## src/kpsef_pkg.sv

```systemverilog
// ----------------------------------------------------------------------------
// kpsef_pkg
// Shared types and constants of the keypad scanner with its event queue.
// ----------------------------------------------------------------------------
package kpsef_pkg;

	// Event queue geometry. The queue holds at most QUEUE_DEPTH - 1 events.
	localparam int QUEUE_DEPTH = 32;
	localparam int QPTR_W      = $clog2(QUEUE_DEPTH);

	// Operation codes carried in the func field of an input word.
	typedef enum logic [1:0] {
		FUNC_TICK   = 2'd0,
		FUNC_SAMPLE = 2'd1,
		FUNC_POP    = 2'd2,
		FUNC_NOP    = 2'd3
	} func_t;

	// One queued key event.
	typedef struct packed {
		logic       press;
		logic [7:0] code;
	} event_t;

	// Request from the scanner to the queue.
	typedef struct packed {
		logic   push;
		event_t push_data;
		logic   pop;
	} q_req_t;

	// Queue status; fill_nxt is the count after this cycle's push or pop.
	typedef struct packed {
		logic              empty;
		logic              full;
		logic [QPTR_W-1:0] fill_nxt;
	} q_stat_t;

	// Character of each key; key index is column * 4 + row position.
	localparam logic [7:0] KEYMAP [16] = '{
		8'h44, 8'h43, 8'h42, 8'h41, 8'h23, 8'h39, 8'h36, 8'h33,
		8'h30, 8'h38, 8'h35, 8'h32, 8'h2A, 8'h37, 8'h34, 8'h31
	};

endpackage

```

## src/kpsef_req_if.sv

```systemverilog
// ----------------------------------------------------------------------------
// kpsef_req_if
// Input channel of the keypad scanner: operation code and sampled rows.
// ----------------------------------------------------------------------------
interface kpsef_req_if;
	logic       valid;
	logic       ready;
	logic [1:0] func;
	logic [3:0] row_bits;

	modport source (output valid, output func, output row_bits, input ready);
	modport sink   (input valid, input func, input row_bits, output ready);
endinterface

```

## src/kpsef_rsp_if.sv

```systemverilog
// ----------------------------------------------------------------------------
// kpsef_rsp_if
// Result channel of the keypad scanner: column drive, popped event, fill.
// ----------------------------------------------------------------------------
interface kpsef_rsp_if;
	logic       valid;
	logic       ready;
	logic [3:0] column_drive;
	logic       pop_valid;
	logic       key_pressed;
	logic [7:0] key_code;
	logic [4:0] queue_fill;

	modport source (output valid, output column_drive, output pop_valid,
		output key_pressed, output key_code, output queue_fill, input ready);
	modport sink   (input valid, input column_drive, input pop_valid,
		input key_pressed, input key_code, input queue_fill, output ready);
endinterface

```

## src/kpsef_queue.sv

```systemverilog
// ----------------------------------------------------------------------------
// kpsef_queue
// Ring queue of key events in a synchronous memory with registered read.
// ----------------------------------------------------------------------------
module kpsef_queue (
	input  logic                      clk,
	input  logic                      arst_n,
	input  kpsef_pkg::q_req_t         req,
	output kpsef_pkg::q_stat_t        stat,
	output kpsef_pkg::event_t         rd_data
);

	localparam int PW = kpsef_pkg::QPTR_W;
	localparam logic [PW-1:0] LAST_IDX = PW'(kpsef_pkg::QUEUE_DEPTH - 1);
	localparam logic [PW:0]   DEPTH_V  = (PW+1)'(kpsef_pkg::QUEUE_DEPTH);

	kpsef_pkg::event_t mem_q [kpsef_pkg::QUEUE_DEPTH];
	kpsef_pkg::event_t rd_data_q;
	logic [PW-1:0] wp_q, rp_q;
	logic [PW-1:0] wp_adv, rp_adv, wp_nxt, rp_nxt;
	logic [PW:0]   fill_wide;
	logic          do_push, do_pop;

	assign wp_adv = (wp_q == LAST_IDX) ? '0 : wp_q + 1'b1;
	assign rp_adv = (rp_q == LAST_IDX) ? '0 : rp_q + 1'b1;

	assign stat.empty = (wp_q == rp_q);
	assign stat.full  = (wp_adv == rp_q);

	// A push into a full queue is dropped; a pop of an empty queue does nothing.
	assign do_push = req.push && !stat.full;
	assign do_pop  = req.pop && !stat.empty;

	assign wp_nxt = do_push ? wp_adv : wp_q;
	assign rp_nxt = do_pop  ? rp_adv : rp_q;

	always_comb begin
		if (wp_nxt >= rp_nxt) begin
			fill_wide = {1'b0, wp_nxt} - {1'b0, rp_nxt};
		end else begin
			fill_wide = DEPTH_V - {1'b0, rp_nxt} + {1'b0, wp_nxt};
		end
	end
	assign stat.fill_nxt = fill_wide[PW-1:0];

	always_ff @(posedge clk or negedge arst_n) begin
		if (!arst_n) begin
			wp_q <= '0;
			rp_q <= '0;
		end else begin
			wp_q <= wp_nxt;
			rp_q <= rp_nxt;
		end
	end

	always_ff @(posedge clk) begin
		if (do_push) begin
			mem_q[wp_q] <= req.push_data;
		end
	end

	// The read word holds until the next pop, so a stalled result keeps it.
	always_ff @(posedge clk) begin
		if (do_pop) begin
			rd_data_q <= mem_q[rp_q];
		end
	end

	assign rd_data = rd_data_q;

endmodule

```

## src/keypad_scanner_event_fifo_top.sv

```systemverilog
// ----------------------------------------------------------------------------
// keypad_scanner_event_fifo_top
// 4x4 keypad matrix scanner that queues press and release events.
// ----------------------------------------------------------------------------
// Each input word is a column tick, a row sample, a pop request or a no-op,
// and gives exactly one result word through the execute, read and output
// stages in order. Ticks, pops, no-ops and samples taken before the first
// tick stream at one word per cycle while the result side takes words. A
// row sample works through its four row bits one at a time, since every
// changed key writes its event through the single write port of the event
// memory. Events beyond the capacity of the queue (QUEUE_DEPTH - 1) are
// dropped, while the key state still follows the rows. Output and middle
// stages let the input side keep working while a result waits to be taken.
module keypad_scanner_event_fifo_top (
	input  logic          clk,
	input  logic          arst_n,
	kpsef_req_if.sink     req,
	kpsef_rsp_if.source   rsp
);

	// Scan state.
	logic [1:0]  col_q;
	logic        started_q;
	logic [15:0] held_q;

	// Execute stage.
	logic              valid_s1;
	kpsef_pkg::func_t  func_s1;
	logic [3:0]        rows_s1;
	logic [1:0]        bit_q;

	// Stage waiting for the memory read.
	logic        valid_s2;
	logic [3:0]  drive_s2;
	logic        pop_s2;
	logic [4:0]  fill_s2;

	// Output register.
	logic        out_valid_q;
	logic [3:0]  out_drive_q;
	logic        out_pop_q;
	logic        out_press_q;
	logic [7:0]  out_code_q;
	logic [4:0]  out_fill_q;

	kpsef_pkg::q_req_t  q_req;
	kpsef_pkg::q_stat_t q_stat;
	kpsef_pkg::event_t  q_rd;

	logic        out_free, s2_move, s2_free;
	logic        samp_active, last_s1, move_s1, bit_go, changed, key_on;
	logic        tick_go, started_nxt;
	logic [1:0]  col_nxt;
	logic [3:0]  key_idx;

	assign out_free = !out_valid_q || rsp.ready;
	assign s2_move  = valid_s2 && out_free;
	assign s2_free  = !valid_s2 || s2_move;

	assign samp_active = valid_s1 && (func_s1 == kpsef_pkg::FUNC_SAMPLE) && started_q;
	assign last_s1     = valid_s1 && (!samp_active || bit_q == 2'd3);
	assign move_s1     = last_s1 && s2_free;
	// The last row bit is worked only when the word can leave the stage.
	assign bit_go      = samp_active && ((bit_q != 2'd3) || s2_free);

	assign req.ready = !valid_s1 || move_s1;

	// Row bit b of column c is key c*4 + (3 - b).
	assign key_idx = {col_q, ~bit_q};
	assign key_on  = rows_s1[bit_q];
	assign changed = bit_go && (key_on != held_q[key_idx]);

	assign q_req.push           = changed;
	assign q_req.push_data.press = key_on;
	assign q_req.push_data.code  = kpsef_pkg::KEYMAP[key_idx];
	assign q_req.pop            = move_s1 && (func_s1 == kpsef_pkg::FUNC_POP);

	assign tick_go     = move_s1 && (func_s1 == kpsef_pkg::FUNC_TICK);
	assign started_nxt = started_q || tick_go;
	assign col_nxt     = (tick_go && started_q) ? col_q + 2'd1 : col_q;

	kpsef_queue u_queue (
		.clk     (clk),
		.arst_n  (arst_n),
		.req     (q_req),
		.stat    (q_stat),
		.rd_data (q_rd)
	);

	always_ff @(posedge clk or negedge arst_n) begin
		if (!arst_n) begin
			col_q     <= '0;
			started_q <= 1'b0;
			held_q    <= '0;
		end else begin
			col_q     <= col_nxt;
			started_q <= started_nxt;
			if (changed) begin
				held_q[key_idx] <= key_on;
			end
		end
	end

	always_ff @(posedge clk or negedge arst_n) begin
		if (!arst_n) begin
			valid_s1 <= 1'b0;
			bit_q    <= '0;
		end else begin
			if (req.valid && req.ready) begin
				valid_s1 <= 1'b1;
				bit_q    <= '0;
			end else begin
				if (move_s1) begin
					valid_s1 <= 1'b0;
				end
				if (bit_go) begin
					bit_q <= bit_q + 2'd1;
				end
			end
		end
	end

	always_ff @(posedge clk) begin
		if (req.valid && req.ready) begin
			func_s1 <= kpsef_pkg::func_t'(req.func);
			rows_s1 <= req.row_bits;
		end
	end

	always_ff @(posedge clk or negedge arst_n) begin
		if (!arst_n) begin
			valid_s2 <= 1'b0;
		end else if (move_s1) begin
			valid_s2 <= 1'b1;
		end else if (s2_move) begin
			valid_s2 <= 1'b0;
		end
	end

	always_ff @(posedge clk) begin
		if (move_s1) begin
			drive_s2 <= started_nxt ? (4'b0001 << col_nxt) : 4'b0000;
			pop_s2   <= q_req.pop && !q_stat.empty;
			fill_s2  <= 5'(q_stat.fill_nxt);
		end
	end

	always_ff @(posedge clk or negedge arst_n) begin
		if (!arst_n) begin
			out_valid_q <= 1'b0;
		end else if (s2_move) begin
			out_valid_q <= 1'b1;
		end else if (rsp.ready) begin
			out_valid_q <= 1'b0;
		end
	end

	always_ff @(posedge clk) begin
		if (s2_move) begin
			out_drive_q <= drive_s2;
			out_pop_q   <= pop_s2;
			out_press_q <= pop_s2 && q_rd.press;
			out_code_q  <= pop_s2 ? q_rd.code : 8'h00;
			out_fill_q  <= fill_s2;
		end
	end

	assign rsp.valid        = out_valid_q;
	assign rsp.column_drive = out_drive_q;
	assign rsp.pop_valid    = out_pop_q;
	assign rsp.key_pressed  = out_press_q;
	assign rsp.key_code     = out_code_q;
	assign rsp.queue_fill   = out_fill_q;

`ifndef SYNTH
	// One word in execute means one memory access a cycle: never both.
	a_push_pop_excl: assert property (@(posedge clk) disable iff (!arst_n)
		!(q_req.push && q_req.pop))
		else $error("queue push and pop in the same cycle");

	// The row bit counter is back at zero whenever the execute stage is empty.
	a_bit_idle: assert property (@(posedge clk) disable iff (!arst_n)
		!valid_s1 |-> (bit_q == 2'd0))
		else $error("row bit counter not cleared at end of sample");

	// A successful pop reaches the read stage flagged as valid.
	a_pop_flag: assert property (@(posedge clk) disable iff (!arst_n)
		(q_req.pop && !q_stat.empty) |=> (valid_s2 && pop_s2))
		else $error("popped event lost before read stage");
`endif

endmodule

```

## src/flat_wrapper.sv

```systemverilog
// flat-port wrapper written by rule: the top's interface ports become plain ports
module keypad_scanner_event_fifo_top_flat 
  (clk, arst_n, req_valid, req_func, req_row_bits, req_ready, rsp_valid, rsp_column_drive, rsp_pop_valid, rsp_key_pressed, rsp_key_code, rsp_queue_fill, rsp_ready);
  kpsef_req_if req_i ();
  kpsef_rsp_if rsp_i ();
  input  logic clk;
  input  logic arst_n;
  input wire logic [$bits(req_i.valid)-1:0] req_valid;
  input wire logic [$bits(req_i.func)-1:0] req_func;
  input wire logic [$bits(req_i.row_bits)-1:0] req_row_bits;
  output wire logic [$bits(req_i.ready)-1:0] req_ready;
  output wire logic [$bits(rsp_i.valid)-1:0] rsp_valid;
  output wire logic [$bits(rsp_i.column_drive)-1:0] rsp_column_drive;
  output wire logic [$bits(rsp_i.pop_valid)-1:0] rsp_pop_valid;
  output wire logic [$bits(rsp_i.key_pressed)-1:0] rsp_key_pressed;
  output wire logic [$bits(rsp_i.key_code)-1:0] rsp_key_code;
  output wire logic [$bits(rsp_i.queue_fill)-1:0] rsp_queue_fill;
  input wire logic [$bits(rsp_i.ready)-1:0] rsp_ready;
  assign req_i.valid = req_valid;
  assign req_i.func = req_func;
  assign req_i.row_bits = req_row_bits;
  assign req_ready = req_i.ready;
  assign rsp_valid = rsp_i.valid;
  assign rsp_column_drive = rsp_i.column_drive;
  assign rsp_pop_valid = rsp_i.pop_valid;
  assign rsp_key_pressed = rsp_i.key_pressed;
  assign rsp_key_code = rsp_i.key_code;
  assign rsp_queue_fill = rsp_i.queue_fill;
  assign rsp_i.ready = rsp_ready;
  keypad_scanner_event_fifo_top u_core (.clk(clk), .arst_n(arst_n), .req(req_i), .rsp(rsp_i));
endmodule
```

## config.mk

```make
export PLATFORM = sky130hd
export DESIGN_NAME = keypad_scanner_event_fifo_top_flat
export DESIGN_NICKNAME = d
export VERILOG_FILES = /design/src/kpsef_pkg.sv /design/src/kpsef_req_if.sv /design/src/kpsef_rsp_if.sv /design/src/kpsef_queue.sv /design/src/keypad_scanner_event_fifo_top.sv /design/src/flat_wrapper.sv
export SDC_FILE = /design/constraint.sdc
export NUM_CORES = 1
export LEC_CHECK = 0
export BUFFER_PORTS_ARGS = -buffer_cell sky130_fd_sc_hd__buf_2
export CAP_MARGIN = 20
export CORE_ASPECT_RATIO = 1.1
export CORE_MARGIN = 2
export CORE_UTILIZATION = 60
export DETAILED_ROUTE_END_ITERATION = 10
export PLACE_DENSITY = 0.87
export SLEW_MARGIN = 20
export SYNTH_ARGS = -nofsm -noshare
export SYNTH_HDL_FRONTEND = slang
export SYNTH_SLANG_ARGS = --single-unit
```

## constraint.sdc

```tcl
create_clock -name clk -period 11.9 [get_ports clk]
set_input_delay 0.595 -clock clk [delete_from_list [all_inputs] [get_ports clk]]
set_output_delay 0.595 -clock clk [all_outputs]
set_load 0.01 [all_outputs]
```

==> results_dict.tcl <==
set metrics [dict create \
    outcome "finished clean" \
    cp.arrival_ps 5060 \
    min_period_over_period_pct 40.0 \
    synth_top_area_share_pct 65.8 \
    syn-num-nets 734 \
    mostFrequentLayoutCells "298 x edfxtp_1, 87 x mux4_2, 43 x nor2_1, 31 x clkbuf_16, 31 x dfrtp_1" \
    via_count 7030 \
    yosysWarningCount 0 \
    synth_cell_types 42 \
    ant_nets 0 \
    synth_seq_area_share_pct 72.1 \
    synth_ff_type "edfxtp_1" \
    end_kind "flip-flop" \
    worstPathMaxFanout 19 \
    async_flop_share_pct 10.2 \
    grt_pass1_wl_mm 46.5 \
    p_leak_nw 5.07 \
    num_antenna_cells 0 \
    num_io_pins 31 \
    cts_buffers 31 \
    post-cts-setup-buffer-count 0 \
    first_iter_violations 885 \
    netlist_instances 701 \
    clkSinkCount 332 \
    rsz0062_at_grt "false" \
    start_kind "flip-flop" \
    maxCapViolCount 0 \
    drc 0 \
    slew_headroom_pct 26.7 \
    grt_overflow 0 \
    dieArea_um2 23900 \
    cts.path.max_buffers 3 \
    die_h_um 162 \
    grt_use_total_pct 26.4 \
    antenna_found_initial 1 \
    fillerInstances 1236 \
    crit_required_ps 12200 \
    critPathKind "reg2reg" \
    multiInputGateArea_um2 3590 \
    gp_congestion 0.922 \
    tns_ps 0 \
    powerDensity_nw_per_um2 257 \
    finClkSkew_ps 28.7 \
    final_common_cell "edfxtp_1" \
    die_x_um 148 \
    dp_hpwl_mm 17.4 \
    setup_viol 0 \
    final-seq-area_um2 9810 \
    nets 773 \
    fmax_mhz 210 \
    syn_avg_cell_area_um2 19.4 \
    synth-edff-count 298 \
    clk_pin_slew_ps 70 \
    first_global_vias 7183 \
    cts_root_buffer "clkbuf_16" \
    fp-row-count 57 \
    port_buffers 29 \
    synth_area_leaders "edfxtp_1 66%, mux4_2 14%, dfrtp_1 6.3%, mux2_2 2.2%, ha_1 2.1%" \
    avgViaCountPerCell 6.65 \
    wl_per_cell_um 29.0 \
    grt_max_degree 70 \
    drt_first_pass_iters 6 \
    peakVddDrop_uv 142 \
    finalHoldViolCount 0 \
    cts_tree "yes" \
    clkLatencyLatePin_ps 570 \
    hold_buffers 0 \
    cts_resized 0 \
    synthesis.area_um2 13600 \
    worst_pin_slew_ps 1090 \
    start_util_pct 61.3 \
    ys_ff_latch 332 \
    htreeDepth 1 \
    power.total_w 0.00385 \
    period_needed_ps 4760 \
    core_um2 22200 \
    area_growth_pct 10.4 \
    drv_slew 0 \
    final_layout_size_suffix_gt1_share_pct 26.1 \
    synth_largest_area_cell "edfxtp_1" \
    hp-class "in2async" \
    wl_mm 30.7 \
]
[worst paths after layout]
check,from,to,slack [ps],cells after the start
max in group asynchronous,arst_n,u_core.u_queue.rp_q[0],11180,1
worst min-delay path,arst_n,u_core.held_q[12],120,1
worst min register to register,u_core.fill_s2[0],u_core.rsp.queue_fill[0],430,0
worst max-delay path,u_core.col_q[0],u_core.fill_s2[4],7140,13
worst max register to register,u_core.col_q[0],u_core.fill_s2[4],7140,13
min in group clk,req_func[1],u_core.func_s1[1],210,1
[worst max-delay path, cell delays in order (launching register included)]
cell	delay, ps
dfrtp_1	710
mux4_2	580
mux4_2	470
xor2_1	120
and2_1	560
and2_4	360
nand2_1	250
mux2_2	340
o22ai_1	190
ha_1	310
nor3_1	210
nor2_1	70
o31a_1	110
xnor3_1	200
[area by class of cell]
type	count	area share (%)
clock buffer	45	5.52
clock inverter	10	0.667
inverter	20	0.500
timing repair buffer	39	1.60
sequential	332	65.3
multi-input combinational	316	23.9
tap	295	2.46
[synth_stat cells, drive strengths merged (5+ instances only)]
| cell type | count |
|---|---|
| edfxtp | 298 |
| mux4 | 87 |
| nor2 | 43 |
| dfrtp | 34 |
| mux2 | 26 |
| nand3 | 24 |
| ha | 23 |
| clkbuf | 22 |
| inv | 20 |
| nand2 | 17 |
| and2 | 13 |
| buf | 11 |
| o21ai | 10 |
| xnor2 | 10 |
| nor3 | 8 |
| xor2 | 8 |
| or3 | 6 |
| a21oi | 5 |
[per-stage QoR]
step / setup slack [ps] / area, um^2 / utilization, % / hold WS, ps / instances
after detailed placement: 7280 / 14100 / 63.5 / 405 / 1002
after global placement: 7440 / 14000 / 63.3 / 409 / 1001
after CTS: 7200 / 15000 / 67.6 / 153 / 1057
final: 7140 / 15000 / 67.7 / 116 / 1057
after floorplan: 7950 / 13600 / - / 299 / 701
after global routing: 6900 / 15000 / 67.7 / 196 / 1057
[cell families (layout without fill, tap and decap cells)]
family          count (synthesis)  after routing  share of synthesized area [%]
buf+inv                        53            114                           1.63
other cells                     1              1                         0.0276
flops                         332            332                           72.1
mux                           117            117                           16.9
fa+ha+maj                      23             23                           2.12
xor+xnor                       19             19                           1.33
compound gates                 30             30                           1.47
simple gates                  126            126                           4.46
[flip-flops by register name, indices dropped and copies added (netlist names), 4 cells and up]
| name | flops |
|---|---|
| u_core.u_queue.mem_q | 256 |
| u_core.u_queue.rd_data | 8 |
| u_core.rows_s1 | 4 |
| u_core.u_queue.wp_q | 5 |
| u_core.drive_s2 | 4 |
| u_core.u_queue.rp_q | 5 |
| u_core.rsp.key_code | 7 |
| u_core.held_q | 16 |
| u_core.rsp.column_drive | 4 |
| u_core.rsp.queue_fill | 5 |
| u_core.fill_s2 | 5 |
[where the power goes]
| group | leakage [nW] | switching [W] | internal [W] |
|---|---|---|---|
| sequential | 3.14 | 0.000119 | 0.00159 |
| clock | 0.443 | 0.000416 | 0.000522 |
| combinational | 1.49 | 0.000711 | 0.000491 |
[metal layers]
metal	vias to the layer above	part of all wire [%]	GRT usage (%)	routed length (um)
li1	2864	-	-	-
met1	3584	36	35.7	11100
met2	496	52	46.3	16000
met3	86	8.8	3.82	2700
met4	0	2.8	6.34	850
met5	-	0	0	0
Note: power is estimated with default switching activity, not from simulation.
